[config.mk]
export PLATFORM = sky130hd
export DESIGN_NAME = motor_feedback_frame_parser_flat
export DESIGN_NICKNAME = d
export VERILOG_FILES = /design/src/rtl/core/mfp_pkg.sv /design/src/rtl/core/mfp_if.sv /design/src/rtl/core/mfp_word_ram.sv /design/src/rtl/core/mfp_framer.sv /design/src/rtl/core/mfp_readout.sv /design/src/rtl/core/motor_feedback_frame_parser.sv /design/src/flat_wrapper.sv
export SDC_FILE = /design/constraint.sdc
export NUM_CORES = 1
export LEC_CHECK = 0
export CORE_ASPECT_RATIO = 0.9
export CORE_MARGIN = 3
export CORE_UTILIZATION = 50
export CTS_BUF_LIST = sky130_fd_sc_hd__clkbuf_4
export DETAILED_ROUTE_END_ITERATION = 6
export DONT_BUFFER_PORTS = 1
export PLACE_DENSITY = 0.66
export SETUP_SLACK_MARGIN = 0.02
export SLEW_MARGIN = 20
export SYNTH_ARGS = -nofsm -noshare
export SYNTH_HDL_FRONTEND = slang
export SYNTH_HIERARCHICAL = 1
export SYNTH_SLANG_ARGS = --single-unit
[constraint.sdc]
create_clock -name clk -period 12.4 [get_ports clk]
set_input_delay 3.72 -clock clk [delete_from_list [all_inputs] [get_ports clk]]
set_output_delay 3.72 -clock clk [all_outputs]
set_load 0.02 [all_outputs]
[src/rtl/core/mfp_pkg.sv]
// ----------------------------------------------------------------------------
// mfp_pkg
// Shared constants, types and lookup functions for the motor feedback
// frame parser: sync bytes, frame lengths, word store geometry and the
// readout order of the result words.
// ----------------------------------------------------------------------------
`default_nettype none

package mfp_pkg;

  // Sync pair, low byte first on the wire
  localparam logic [7:0] SYNC_LO = 8'hCD;
  localparam logic [7:0] SYNC_HI = 8'hAB;

  localparam int SHORT_FRAME_BYTES = 18;
  localparam int LONG_FRAME_BYTES  = 26;

  // Byte counter holds 0..LONG_FRAME_BYTES
  localparam int CNT_W = $clog2(LONG_FRAME_BYTES + 1);
  localparam logic [CNT_W-1:0] SHORT_CNT = CNT_W'(SHORT_FRAME_BYTES);
  localparam logic [CNT_W-1:0] LONG_CNT  = CNT_W'(LONG_FRAME_BYTES);

  // Word store: one 16-bit little-endian word per byte pair
  localparam int WORDS  = LONG_FRAME_BYTES / 2;
  localparam int ADDR_W = $clog2(WORDS);

  // Word positions inside a frame
  localparam logic [ADDR_W-1:0] W_SPEED_R    = ADDR_W'(3);
  localparam logic [ADDR_W-1:0] W_SPEED_L    = ADDR_W'(4);
  localparam logic [ADDR_W-1:0] W_SHORT_BATT = ADDR_W'(5);
  localparam logic [ADDR_W-1:0] W_SHORT_TEMP = ADDR_W'(6);
  localparam logic [ADDR_W-1:0] W_CUR_L      = ADDR_W'(7);
  localparam logic [ADDR_W-1:0] W_CUR_R      = ADDR_W'(8);
  localparam logic [ADDR_W-1:0] W_LONG_BATT  = ADDR_W'(9);
  localparam logic [ADDR_W-1:0] W_LONG_TEMP  = ADDR_W'(10);

  // Readout step counter (at most six words per result)
  localparam int STEP_W = 3;

  typedef enum logic [2:0] {
    FLD_SPEED_R,
    FLD_SPEED_L,
    FLD_CUR_L,
    FLD_CUR_R,
    FLD_BATT,
    FLD_TEMP
  } fld_t;

  // Write port of the word store
  typedef struct packed {
    logic              en;
    logic [ADDR_W-1:0] addr;
    logic [15:0]       data;
  } ram_wr_t;

  // Result request from the framer
  typedef struct packed {
    logic valid;
    logic is_short;
  } emit_t;

  // Word address for each readout step
  function automatic logic [ADDR_W-1:0] rd_word(input logic is_short,
                                                input logic [STEP_W-1:0] step);
    logic [ADDR_W-1:0] a;
    a = W_SPEED_R;
    case (step)
      3'd0:    a = W_SPEED_R;
      3'd1:    a = W_SPEED_L;
      3'd2:    a = is_short ? W_SHORT_BATT : W_CUR_L;
      3'd3:    a = is_short ? W_SHORT_TEMP : W_CUR_R;
      3'd4:    a = W_LONG_BATT;
      3'd5:    a = W_LONG_TEMP;
      default: a = W_SPEED_R;
    endcase
    return a;
  endfunction

  // Result field filled by each readout step
  function automatic fld_t rd_field(input logic is_short,
                                    input logic [STEP_W-1:0] step);
    fld_t f;
    f = FLD_SPEED_R;
    case (step)
      3'd0:    f = FLD_SPEED_R;
      3'd1:    f = FLD_SPEED_L;
      3'd2:    f = is_short ? FLD_BATT : FLD_CUR_L;
      3'd3:    f = is_short ? FLD_TEMP : FLD_CUR_R;
      3'd4:    f = FLD_BATT;
      3'd5:    f = FLD_TEMP;
      default: f = FLD_SPEED_R;
    endcase
    return f;
  endfunction

  // Final step of a readout
  function automatic logic rd_last(input logic is_short,
                                   input logic [STEP_W-1:0] step);
    return is_short ? (step == 3'd3) : (step == 3'd5);
  endfunction

endpackage

`default_nettype wire

[src/rtl/core/mfp_if.sv]
// ----------------------------------------------------------------------------
// mfp_if
// Valid/ready channel interfaces of the frame parser: received byte
// channel and decoded feedback result channel.
// ----------------------------------------------------------------------------
`default_nettype none

interface mfp_in_if;
  logic       valid;
  logic       ready;
  logic       command;
  logic [7:0] rx_byte;

  modport source (output valid, output command, output rx_byte, input ready);
  modport sink   (input valid, input command, input rx_byte, output ready);
endinterface

interface mfp_out_if;
  logic               valid;
  logic               ready;
  logic               is_short_format;
  logic signed [15:0] speed_right;
  logic signed [15:0] speed_left;
  logic signed [15:0] current_left;
  logic signed [15:0] current_right;
  logic signed [15:0] battery_raw;
  logic signed [15:0] board_temp_raw;

  modport source (output valid, output is_short_format, output speed_right,
                  output speed_left, output current_left, output current_right,
                  output battery_raw, output board_temp_raw, input ready);
  modport sink   (input valid, input is_short_format, input speed_right,
                  input speed_left, input current_left, input current_right,
                  input battery_raw, input board_temp_raw, output ready);
endinterface

`default_nettype wire

[src/rtl/core/mfp_word_ram.sv]
// ----------------------------------------------------------------------------
// mfp_word_ram
// Frame word store: one write port, one read port, registered read data.
// ----------------------------------------------------------------------------
`default_nettype none

module mfp_word_ram
  import mfp_pkg::*;
(
  input  wire logic              clk,
  input  wire ram_wr_t           wr,
  input  wire logic              rd_en,
  input  wire logic [ADDR_W-1:0] rd_addr,
  output logic      [15:0]       rd_data
);

  logic [15:0] mem [WORDS];

  // Write port
  always_ff @(posedge clk) begin
    if (wr.en) begin
      mem[wr.addr] <= wr.data;
    end
  end

  // Read port, registered
  always_ff @(posedge clk) begin
    if (rd_en) begin
      rd_data <= mem[rd_addr];
    end
  end

endmodule

`default_nettype wire

[src/rtl/core/mfp_framer.sv]
// ----------------------------------------------------------------------------
// mfp_framer
// Sync hunt, byte counting, running XOR check and format lock. Completed
// byte pairs are written to the word store; a passing check raises a
// result request.
// ----------------------------------------------------------------------------
`default_nettype none

module mfp_framer
  import mfp_pkg::*;
(
  input  wire logic       clk,
  input  wire logic       rst_n,
  input  wire logic       beat,
  input  wire logic       command,
  input  wire logic [7:0] rx_byte,
  output ram_wr_t         wr,
  output emit_t           emit
);

  logic [CNT_W-1:0] cnt_r,    cnt_nxt;
  logic             hunt_r,   hunt_nxt;
  logic [15:0]      xor_r,    xor_nxt;
  logic             locked_r, locked_nxt;
  logic             short_r,  short_nxt;
  logic [7:0]       low_r,    low_nxt;

  logic [15:0]      xor_upd;
  logic [CNT_W-1:0] cnt_inc;

  // Next-state logic for one beat
  always_comb begin
    cnt_nxt    = cnt_r;
    hunt_nxt   = hunt_r;
    xor_nxt    = xor_r;
    locked_nxt = locked_r;
    short_nxt  = short_r;
    low_nxt    = low_r;
    wr         = '0;
    emit       = '0;
    xor_upd    = cnt_r[0] ? (xor_r ^ {rx_byte, 8'h00}) : (xor_r ^ {8'h00, rx_byte});
    cnt_inc    = cnt_r + CNT_W'(1);

    if (beat) begin
      if (command) begin
        // clear framing and format detection
        cnt_nxt    = '0;
        hunt_nxt   = 1'b1;
        xor_nxt    = '0;
        locked_nxt = 1'b0;
        short_nxt  = 1'b0;
      end else if (hunt_r) begin
        if (cnt_r == CNT_W'(0)) begin
          if (rx_byte == SYNC_LO) begin
            cnt_nxt = CNT_W'(1);
          end
        end else if (cnt_r == CNT_W'(1)) begin
          if (rx_byte == SYNC_HI) begin
            cnt_nxt  = CNT_W'(2);
            hunt_nxt = 1'b0;
            xor_nxt  = {SYNC_HI, SYNC_LO};
          end else if (rx_byte == SYNC_LO) begin
            cnt_nxt = CNT_W'(1);
          end else begin
            cnt_nxt = '0;
          end
        end
      end else if (cnt_r >= LONG_CNT) begin
        cnt_nxt  = '0;
        hunt_nxt = 1'b1;
        xor_nxt  = '0;
      end else begin
        // collect byte; odd byte completes a word
        cnt_nxt = cnt_inc;
        xor_nxt = xor_upd;
        if (cnt_r[0]) begin
          wr.en   = 1'b1;
          wr.addr = cnt_r[CNT_W-1:1];
          wr.data = {rx_byte, low_r};
        end else begin
          low_nxt = rx_byte;
        end

        if (cnt_inc == SHORT_CNT && (!locked_r || short_r)) begin
          if (xor_upd == 16'h0000) begin
            locked_nxt    = 1'b1;
            short_nxt     = 1'b1;
            emit.valid    = 1'b1;
            emit.is_short = 1'b1;
            cnt_nxt       = '0;
            hunt_nxt      = 1'b1;
            xor_nxt       = '0;
          end else if (locked_r) begin
            cnt_nxt  = '0;
            hunt_nxt = 1'b1;
            xor_nxt  = '0;
          end
        end else if (cnt_inc == LONG_CNT) begin
          if (xor_upd == 16'h0000) begin
            locked_nxt    = 1'b1;
            short_nxt     = 1'b0;
            emit.valid    = 1'b1;
            emit.is_short = 1'b0;
          end
          cnt_nxt  = '0;
          hunt_nxt = 1'b1;
          xor_nxt  = '0;
        end
      end
    end
  end

  // Control state
  always_ff @(posedge clk) begin
    if (!rst_n) begin
      cnt_r    <= '0;
      hunt_r   <= 1'b1;
      xor_r    <= '0;
      locked_r <= 1'b0;
      short_r  <= 1'b0;
    end else begin
      cnt_r    <= cnt_nxt;
      hunt_r   <= hunt_nxt;
      xor_r    <= xor_nxt;
      locked_r <= locked_nxt;
      short_r  <= short_nxt;
    end
  end

  // Low byte of the word being assembled
  always_ff @(posedge clk) begin
    low_r <= low_nxt;
  end

endmodule

`default_nettype wire

[src/rtl/core/mfp_readout.sv]
// ----------------------------------------------------------------------------
// mfp_readout
// Reads the result words of a checked frame from the word store, one per
// cycle, into a staging set, then hands it to the output register.
// ----------------------------------------------------------------------------
`default_nettype none

module mfp_readout
  import mfp_pkg::*;
(
  input  wire logic              clk,
  input  wire logic              rst_n,
  input  wire emit_t             emit,
  output logic                   rd_en,
  output logic      [ADDR_W-1:0] rd_addr,
  input  wire logic [15:0]       rd_data,
  output logic                   stage_full,
  mfp_out_if.source              out_bus
);

  // Read sequencer
  logic              act_r,   act_nxt;
  logic              rshort_r, rshort_nxt;
  logic [STEP_W-1:0] step_r,  step_nxt;
  logic              dv_r;
  fld_t              dfld_r;
  logic              dlast_r;

  // Staging set
  logic               stage_full_r, stage_full_nxt;
  logic               st_short_r;
  logic signed [15:0] st_spd_r_r, st_spd_l_r, st_cur_l_r, st_cur_r_r;
  logic signed [15:0] st_batt_r, st_temp_r;

  // Output register
  logic               out_valid_r, out_valid_nxt;
  logic               o_short_r;
  logic signed [15:0] o_spd_r_r, o_spd_l_r, o_cur_l_r, o_cur_r_r, o_batt_r, o_temp_r;

  logic load_out;

  assign rd_en   = act_r;
  assign rd_addr = rd_word(rshort_r, step_r);

  assign load_out = stage_full_r && (!out_valid_r || out_bus.ready);

  always_comb begin
    act_nxt    = act_r;
    rshort_nxt = rshort_r;
    step_nxt   = step_r;
    if (emit.valid) begin
      act_nxt    = 1'b1;
      rshort_nxt = emit.is_short;
      step_nxt   = '0;
    end else if (act_r) begin
      step_nxt = step_r + STEP_W'(1);
      if (rd_last(rshort_r, step_r)) begin
        act_nxt = 1'b0;
      end
    end

    stage_full_nxt = stage_full_r;
    if (load_out) begin
      stage_full_nxt = 1'b0;
    end else if (dv_r && dlast_r) begin
      stage_full_nxt = 1'b1;
    end

    out_valid_nxt = out_valid_r;
    if (load_out) begin
      out_valid_nxt = 1'b1;
    end else if (out_bus.ready) begin
      out_valid_nxt = 1'b0;
    end
  end

  // Control state
  always_ff @(posedge clk) begin
    if (!rst_n) begin
      act_r        <= 1'b0;
      dv_r         <= 1'b0;
      stage_full_r <= 1'b0;
      out_valid_r  <= 1'b0;
    end else begin
      act_r        <= act_nxt;
      dv_r         <= act_r;
      stage_full_r <= stage_full_nxt;
      out_valid_r  <= out_valid_nxt;
    end
  end

  // Sequencer payload
  always_ff @(posedge clk) begin
    rshort_r <= rshort_nxt;
    step_r   <= step_nxt;
    dfld_r   <= rd_field(rshort_r, step_r);
    dlast_r  <= rd_last(rshort_r, step_r);
  end

  // Staging capture: format and zero currents at request, words as read
  always_ff @(posedge clk) begin
    if (emit.valid) begin
      st_short_r <= emit.is_short;
      st_cur_l_r <= '0;
      st_cur_r_r <= '0;
    end
    if (dv_r) begin
      unique case (dfld_r)
        FLD_SPEED_R: st_spd_r_r <= rd_data;
        FLD_SPEED_L: st_spd_l_r <= rd_data;
        FLD_CUR_L:   st_cur_l_r <= rd_data;
        FLD_CUR_R:   st_cur_r_r <= rd_data;
        FLD_BATT:    st_batt_r  <= rd_data;
        FLD_TEMP:    st_temp_r  <= rd_data;
      endcase
    end
  end

  // Output register load
  always_ff @(posedge clk) begin
    if (load_out) begin
      o_short_r <= st_short_r;
      o_spd_r_r <= st_spd_r_r;
      o_spd_l_r <= st_spd_l_r;
      o_cur_l_r <= st_cur_l_r;
      o_cur_r_r <= st_cur_r_r;
      o_batt_r  <= st_batt_r;
      o_temp_r  <= st_temp_r;
    end
  end

  assign stage_full              = stage_full_r;
  assign out_bus.valid           = out_valid_r;
  assign out_bus.is_short_format = o_short_r;
  assign out_bus.speed_right     = o_spd_r_r;
  assign out_bus.speed_left      = o_spd_l_r;
  assign out_bus.current_left    = o_cur_l_r;
  assign out_bus.current_right   = o_cur_r_r;
  assign out_bus.battery_raw     = o_batt_r;
  assign out_bus.board_temp_raw  = o_temp_r;

endmodule

`default_nettype wire

[src/rtl/core/motor_feedback_frame_parser.sv]
// ----------------------------------------------------------------------------
// motor_feedback_frame_parser
// Sync-word framer for motor feedback frames with a 16-bit XOR check;
// decodes short (18 byte) and long (26 byte) frames.
// ----------------------------------------------------------------------------
//  channel  | dir | beat contents
//  ---------+-----+--------------------------------------------------------
//  in_bus   | in  | command, rx_byte (one received byte or a clear command)
//  out_bus  | out | is_short_format, speeds, currents, battery, temperature
//
//  One byte beat per cycle unless stalled; count and XOR update in that cycle.
//  A passing frame is read back from the word store one word a cycle
//  (4 reads short, 6 long) into a staging set, then to the output register.
//  in_bus.ready drops only while a staged result sits behind a valid output beat.
//  Synchronous active-low reset; the word store needs no clearing pass.
// ----------------------------------------------------------------------------
`default_nettype none

module motor_feedback_frame_parser
  import mfp_pkg::*;
(
  input  wire logic clk,
  input  wire logic rst_n,
  mfp_in_if.sink    in_bus,
  mfp_out_if.source out_bus
);

  logic              beat;
  logic              stage_full;
  logic              in_stall;
  ram_wr_t           wr;
  emit_t             emit;
  logic              rd_en;
  logic [ADDR_W-1:0] rd_addr;
  logic [15:0]       rd_data;

  // Staging set drains into a free output register in the same cycle
  assign in_stall     = stage_full && out_bus.valid;
  assign in_bus.ready = !in_stall;
  assign beat         = in_bus.valid && !in_stall;

  mfp_framer u_framer (
    .clk     (clk),
    .rst_n   (rst_n),
    .beat    (beat),
    .command (in_bus.command),
    .rx_byte (in_bus.rx_byte),
    .wr      (wr),
    .emit    (emit)
  );

  mfp_word_ram u_ram (
    .clk     (clk),
    .wr      (wr),
    .rd_en   (rd_en),
    .rd_addr (rd_addr),
    .rd_data (rd_data)
  );

  mfp_readout u_readout (
    .clk        (clk),
    .rst_n      (rst_n),
    .emit       (emit),
    .rd_en      (rd_en),
    .rd_addr    (rd_addr),
    .rd_data    (rd_data),
    .stage_full (stage_full),
    .out_bus    (out_bus)
  );

endmodule

`default_nettype wire

[src/flat_wrapper.sv]
// flat-port wrapper written by rule: the top's interface ports become plain ports
module motor_feedback_frame_parser_flat import mfp_pkg::*;
  (clk, rst_n, in_bus_valid, in_bus_command, in_bus_rx_byte, in_bus_ready, out_bus_valid, out_bus_is_short_format, out_bus_speed_right, out_bus_speed_left, out_bus_current_left, out_bus_current_right, out_bus_battery_raw, out_bus_board_temp_raw, out_bus_ready);
  mfp_in_if in_bus_i ();
  mfp_out_if out_bus_i ();
  input  wire logic clk;
  input  wire logic rst_n;
  input wire logic [$bits(in_bus_i.valid)-1:0] in_bus_valid;
  input wire logic [$bits(in_bus_i.command)-1:0] in_bus_command;
  input wire logic [$bits(in_bus_i.rx_byte)-1:0] in_bus_rx_byte;
  output wire logic [$bits(in_bus_i.ready)-1:0] in_bus_ready;
  output wire logic [$bits(out_bus_i.valid)-1:0] out_bus_valid;
  output wire logic [$bits(out_bus_i.is_short_format)-1:0] out_bus_is_short_format;
  output wire logic [$bits(out_bus_i.speed_right)-1:0] out_bus_speed_right;
  output wire logic [$bits(out_bus_i.speed_left)-1:0] out_bus_speed_left;
  output wire logic [$bits(out_bus_i.current_left)-1:0] out_bus_current_left;
  output wire logic [$bits(out_bus_i.current_right)-1:0] out_bus_current_right;
  output wire logic [$bits(out_bus_i.battery_raw)-1:0] out_bus_battery_raw;
  output wire logic [$bits(out_bus_i.board_temp_raw)-1:0] out_bus_board_temp_raw;
  input wire logic [$bits(out_bus_i.ready)-1:0] out_bus_ready;
  assign in_bus_i.valid = in_bus_valid;
  assign in_bus_i.command = in_bus_command;
  assign in_bus_i.rx_byte = in_bus_rx_byte;
  assign in_bus_ready = in_bus_i.ready;
  assign out_bus_valid = out_bus_i.valid;
  assign out_bus_is_short_format = out_bus_i.is_short_format;
  assign out_bus_speed_right = out_bus_i.speed_right;
  assign out_bus_speed_left = out_bus_i.speed_left;
  assign out_bus_current_left = out_bus_i.current_left;
  assign out_bus_current_right = out_bus_i.current_right;
  assign out_bus_battery_raw = out_bus_i.battery_raw;
  assign out_bus_board_temp_raw = out_bus_i.board_temp_raw;
  assign out_bus_i.ready = out_bus_ready;
  motor_feedback_frame_parser u_core (.clk(clk), .rst_n(rst_n), .in_bus(in_bus_i), .out_bus(out_bus_i));
endmodule
Yosys cells after proc, flatten, opt, wreduce, memory -nomap -nowiden
Memories as Yosys holds them, arrays and structs flattened. A register that Yosys moved wholly into a read port is not among the register bits.
Cells that the tools add are included.
Operators by class
  equal/unequal tests: 22
  $lt $le $gt $ge: 1
  reductions and logical operators: 27
  add/subtract/negate cells: 2
  multiplexer cells: 79
  bitwise operators: 8
Operators by type and width (number)
  $mux W16: 17
  $mux W21: 5
  $mux W5: 10
  $mux W1: 32
  $mux W2: 10
  $pmux W4 S5: 1
  $eq A8 B8 Y1 const B: 2
  $logic_not A16 Y1: 1
  $xor A16 B16 Y16: 1
  $xor A16 B8 Y16: 1
  $pmux W3 S5: 1
  $eq A3 B2 Y1 const B: 4
  $eq A3 B3 Y1 const B: 4
  $eq A5 B5 Y1 const B: 2
  $reduce_and A5 Y1: 2
  $reduce_and A2 Y1: 4
  $reduce_and A4 Y1: 2
  $eq A3 B1 Y1 const B: 2
  $mux W3: 2
  $ne A3 B2 Y1 const B: 2
  $not A1 Y1: 6
  $add A5 B1 Y5 const B: 1
  $eq A5 B1 Y1 const B: 1
  $ge A5 B5 Y1 const B: 1
  16 further kinds: 25
Word-level totals
  output and inout port bits: 99
  register bits: 237
  bits in writable memories: 208
  bits of input ports: 13
  memories: 1
Memories
  u_core.u_ram.mem: depth 13, bits a word 16, read ports 1, clocked after memory_dff 1, write ports 1, RTL line mfp_word_ram.sv:17  | logic [15:0] mem [WORDS];

Depth between registers and ports, before layout
  depth in word-level cells: 13
  depth in mapped cells: 13

By module
Netlist, hierarchy kept.
By module, submodules not included
  mfp_word_ram: instances 1, cells an instance 361, area each 8490.6 µm², seq. area each 6726.5 µm²
  mfp_readout: instances 1, cells an instance 365, area each 6749.0 µm², seq. area each 5725.5 µm²
  mfp_framer: instances 1, cells an instance 335, area each 2578.7 µm², seq. area each 720.7 µm²
  motor_feedback_frame_parser: instances 1, cells an instance 2, area each 11.3 µm², seq. area each 0.0 µm²

Worst setup path after synthesis
No wires, ideal clock.
  path kind: input to register
  from: input in_bus_command
  to: memory u_core.u_ram.mem[0][0], enable pin
  setup time: 0.409 ns
  cell stages on the path: 7
  arrival: 6.437 ns
  setup slack: 5.554 ns
  buffers on the path: 1
  cells stage by stage: or2_2 -> nor2_2 -> nand2_1 -> nor2_1 -> buf_2 -> or3b_2 -> nor3_1
RTL lines
  start, declared: RTL line flat_wrapper.sv:9  | input wire logic [$bits(in_bus_i.command)-1:0] in_bus_command;
  end, declared: RTL line mfp_word_ram.sv:17

==> run_summary.xml <==
<?xml version="1.0" encoding="UTF-8"?>
<metrics>
  <group name="run_status">
    <metric name="run_status" unit="">complete, no violations</metric>
  </group>
  <group name="cts">
    <metric name="hold_buffers" unit="">0</metric>
    <metric name="numCtsBuffers" unit="">109</metric>
    <metric name="worstSkewPairLatency" unit="ns">0.78</metric>
    <metric name="cts_tree" unit="">built</metric>
    <metric name="clkSlewWorstSetupHoldPaths" unit="ns">0.07</metric>
    <metric name="maximum_level_of_the_cts_h_tree" unit="">3</metric>
    <metric name="sinks_on_the_clock_net" unit="">461</metric>
    <metric name="cts.root.buffer_cell" unit="">clkbuf_4</metric>
    <metric name="cts_resized" unit="">0</metric>
    <metric name="post_cts_buffers" unit="">0</metric>
    <metric name="clock_tree.buffer_depth" unit="">3</metric>
  </group>
  <group name="floorplanning">
    <metric name="i_o_pins" unit="">112</metric>
    <metric name="die_h" unit="µm">185</metric>
    <metric name="start_util" unit="">0.515</metric>
    <metric name="core-area" unit="µm²">34600</metric>
    <metric name="die-area" unit="µm²">38000</metric>
    <metric name="placement_rows" unit="">64</metric>
    <metric name="chipWidth" unit="µm">205</metric>
  </group>
  <group name="sta">
    <metric name="setup_violations" unit="">0</metric>
    <metric name="final_critical_period" unit="ns">6.15</metric>
    <metric name="setup-tns-final" unit="ns">0</metric>
    <metric name="timing.clock.skew" unit="ns">0.0723</metric>
    <metric name="final_hold_viol_count" unit="">0</metric>
    <metric name="timing.final.crit_share" unit="">0.496</metric>
    <metric name="final.setup.worst_slack" unit="ns">6.25</metric>
    <metric name="worst-slew-pin-transition" unit="ns">0.967</metric>
    <metric name="rsz0062_at_grt" unit="">no</metric>
    <metric name="worst_slew_margin_rel" unit="">0.354</metric>
    <metric name="fmax" unit="MHz">163</metric>
    <metric name="timing_max_transition_violations_final" unit="">0</metric>
  </group>
  <group name="run">
    <metric name="maxCapViolations" unit="">0</metric>
  </group>
  <group name="pwr">
    <metric name="p_sw_frac" unit="">0.210</metric>
    <metric name="power.share.sequential" unit="">0.577</metric>
    <metric name="powerDensity" unit="nW/µm²">147</metric>
    <metric name="irDropWorstVdd" unit="V">0.0000695</metric>
    <metric name="internal_power" unit="µW">2290</metric>
    <metric name="comb_power_share" unit="">0.015</metric>
    <metric name="power.leakage" unit="µW">0.00669</metric>
    <metric name="clock_power_share" unit="">0.409</metric>
    <metric name="p_switching" unit="µW">607</metric>
  </group>
  <group name="global_routing">
    <metric name="grt_pass1_vias" unit="">9538</metric>
    <metric name="grt.total_usage" unit="">0.190</metric>
    <metric name="initial_antenna_violation_count" unit="">1</metric>
    <metric name="grt_first_pass_wirelength" unit="µm">54600</metric>
    <metric name="globalRouteOverflowTotal" unit="">0</metric>
    <metric name="grt_max_degree" unit="">56</metric>
  </group>
  <group name="cells_and_area">
    <metric name="nFillCells" unit="">2703</metric>
    <metric name="drive_gt1_frac" unit="">0.210</metric>
    <metric name="most-common-layout-cells" unit="">edfxtp_1, clkbuf_4, nand2_1, dfxtp_1, nand2b_1</metric>
    <metric name="synthToLayoutAreaGrowth" unit="%">10.4</metric>
    <metric name="final_net_count" unit="">1169</metric>
    <metric name="layout.cells.most_common" unit="">edfxtp_1</metric>
  </group>
  <group name="placement">
    <metric name="hpwl" unit="µm">22300</metric>
    <metric name="numPortBuffers" unit="">0</metric>
    <metric name="pre_cts_slack" unit="ns">5.48</metric>
    <metric name="routabilityCongestion" unit="">0.825</metric>
  </group>
  <group name="worst_setup_path">
    <metric name="critPathBufInv" unit="">1</metric>
    <metric name="startpoint" unit="">in_bus_valid</metric>
    <metric name="worst_path_max_delay_cell" unit="">nor2_1</metric>
    <metric name="worst_setup_path_end_kind" unit="">flip-flop</metric>
    <metric name="cpPeakStageDelay" unit="ns">0.75</metric>
    <metric name="timing.critical_path.fanout_max" unit="">20</metric>
    <metric name="data_arrival_time_of_the_critical_path" unit="ns">6.62</metric>
    <metric name="crit_required" unit="ns">12.87</metric>
    <metric name="start_kind" unit="">primary input</metric>
    <metric name="critical_path.top_delay_family" unit="">simple AND/OR/NAND/NOR gates</metric>
    <metric name="worstPathCellList" unit="">a21boi_1 &gt; nand2_1 &gt; nor2_1 &gt; and2_1 &gt; nand3_1 &gt; nor3_2 &gt; buf_4</metric>
    <metric name="crit-reg2reg-launch" unit="">u_core/u_framer/cnt_r[0]</metric>
    <metric name="critPathKind" unit="">in2reg</metric>
  </group>
  <group name="synthesis">
    <metric name="synthesis.area_per_instance" unit="µm²">16.8</metric>
    <metric name="post_synth_inst_count" unit="">1063</metric>
    <metric name="synth_area" unit="µm²">17800</metric>
    <metric name="async_reset_ff_frac" unit="">0</metric>
    <metric name="yosysUniqueCellTypes" unit="">74</metric>
    <metric name="ys_dominant_reg_cell" unit="">edfxtp_1</metric>
    <metric name="synth_enable_flop_cells" unit="">394</metric>
    <metric name="mappedNetlistNets" unit="">1086</metric>
    <metric name="ys_warn_count" unit="">6</metric>
    <metric name="synth_sequential_area_ratio" unit="">0.739</metric>
    <metric name="synth_seq_cells" unit="">461</metric>
  </group>
  <group name="routing">
    <metric name="ant_nets" unit="">0</metric>
    <metric name="viasPerCell" unit="">5.57</metric>
    <metric name="drcViolationCount" unit="">0</metric>
    <metric name="detailroute.via_count" unit="">9457</metric>
    <metric name="drtIter0Drc" unit="">698</metric>
    <metric name="wire_per_inst" unit="µm">21.1</metric>
    <metric name="routed_wirelength" unit="µm">35800</metric>
    <metric name="drt_pass1_iterations" unit="">5</metric>
  </group>
  <group name="min_path">
    <metric name="hp-start" unit="">u_core/u_readout/st_spd_r_r[4]</metric>
    <metric name="min_path_type" unit="">reg2reg</metric>
  </group>
</metrics>
[cells in the mapped netlist, types with 3 or more instances]
library cell    n  share of area
a211oi_1        3         0.0013
a21oi_1        37          0.010
a22oi_1         4         0.0017
a31oi_1         5         0.0018
a32oi_1         8         0.0039
and2_1         25         0.0088
and3_1          3         0.0011
and4bb_2        3         0.0021
buf_2          15         0.0042
buf_4           7         0.0029
buf_6          14         0.0088
clkbuf_1       14         0.0029
dfxtp_1        67          0.075
edfxtp_1      394           0.66
ha_1           10         0.0070
inv_1          18         0.0038
mux2i_1        17         0.0095
mux4_1         26          0.038
mux4_2         22          0.028
nand2_1        67          0.014
nand2b_1       47          0.016
nand3_1        15         0.0042
nand3b_1        3         0.0013
nand4_1         8         0.0028
nor2_1         41         0.0086
nor2b_1         9         0.0032
nor3_1         11         0.0031
nor3b_1         3         0.0013
nor4_1          7         0.0025
nor4b_1         3         0.0015
nor4bb_1        4         0.0022
o211ai_1        7         0.0029
o21ai_0        43          0.012
o21ai_1        13         0.0036
o21ai_2        15         0.0074
o22ai_1        17         0.0060
o41ai_1         6         0.0029
or2_2           3         0.0011
xnor2_1         7         0.0034
[final timing paths]
kind,endpoint,slack (ns),cells past startpoint
worst max-delay path,u_core/u_ram/mem[12][6],6.25,7
worst min-delay path,u_core/u_readout/out_bus.speed_right[4],0.39,0
worst max register to register,u_core/u_ram/mem[12][6],8.04,10
worst min register to register,u_core/u_readout/out_bus.speed_right[4],0.39,0
[cells by family (layout without fill, tap and decap cells)]
family | Yosys count | in the layout | share of synthesized area
adders and majority gates | 10 | 10 | 0.00702
DFF | 461 | 461 | 0.739
AOI/OAI and AO/OA | 178 | 178 | 0.0653
xor gates and xnor gates | 9 | 9 | 0.00442
and+or+nand+nor | 271 | 271 | 0.0854
muxes | 66 | 66 | 0.0763
other | 0 | 1 | 0
buffers and inverters | 68 | 239 | 0.0227
[worst reg2reg max path, stage by stage (launching register included)]
cell and delay (ns):
dfxtp_1 0.32, inv_1 0.24, ha_1 0.30, o311a_1 0.60, nor2_2 0.33, nand2_1 0.28
nor2_1 0.75, and2_1 0.28, nand3_1 0.09, nor3_2 0.58, buf_4 0.30
[registers in the layout (all words and copies together), names as in the netlist, 3 cells and up]
| name | count |
|---|---|
| u_core/u_readout/st_batt_r | 16 |
| u_core/u_readout/st_spd_r_r | 16 |
| u_core/u_framer/cnt_r | 5 |
| u_core/u_readout/st_spd_l_r | 16 |
| u_core/u_readout/st_temp_r | 16 |
| u_core/u_readout/dfld_r | 3 |
| u_core/u_readout/out_bus.speed_right | 16 |
| u_core/u_ram/mem | 208 |
| u_core/u_readout/out_bus.current_right | 16 |
| u_core/u_readout/out_bus.board_temp_raw | 16 |
| u_core/u_readout/out_bus.battery_raw | 16 |
| u_core/u_readout/st_cur_r_r | 16 |
| u_core/u_ram/rd_data | 16 |
| u_core/u_readout/out_bus.speed_left | 16 |
| u_core/u_framer/xor_r | 16 |
| u_core/u_readout/step_r | 3 |
| u_core/u_readout/st_cur_l_r | 16 |
| u_core/u_readout/out_bus.current_left | 16 |
| u_core/u_framer/low_r | 8 |
[cell type report]
| cell class | count | area, µm² | area share |
|---|---|---|---|
| inverters | 18 | 67.6 | 0.00343 |
| clock buffers | 156 | 1170 | 0.0595 |
| multi-input cells | 534 | 4310 | 0.219 |
| well taps | 462 | 578 | 0.0294 |
| clock inverters | 43 | 226 | 0.0115 |
| repair buffers | 22 | 165 | 0.00839 |
| diodes | 1 | 2.50 | 0.000127 |
| flip-flops and latches | 461 | 13200 | 0.669 |
[metal layers]
layer,track usage,share of wire,vias to the layer above
met5,0,0,-
li1,-,-,4417
met3,0.0481,0.070,57
met1,0.256,0.43,4627
met2,0.306,0.48,356
met4,0.0670,0.017,0
[metrics by stage]
stage / area, µm² / util / total power [µW] / hold WS (ns) / instances
2_1_floorplan: 17800 / - / 1740 / 0.400 / 1063
3_3_place_gp: 18300 / 0.529 / 1740 / 0.401 / 1497
3_5_place_dp: 18300 / 0.529 / 1740 / 0.405 / 1497
4_1_cts: 19700 / 0.569 / 2940 / 0.400 / 1696
5_1_grt: 19700 / 0.569 / 3020 / 0.406 / 1697
6_report: 19700 / 0.569 / 2890 / 0.385 / 1697
[power groups by stage]
stage	registers (µW)	clock network [µW]	logic [µW]
floorplan	1700	0	36.9
detailed placement	1700	0	41.4
global placement	1700	0	40.8
finish	1670	1180	42.4
CTS	1670	1230	41.8
global route	1670	1310	47.8
Note: power is estimated with default switching activity, not from simulation.
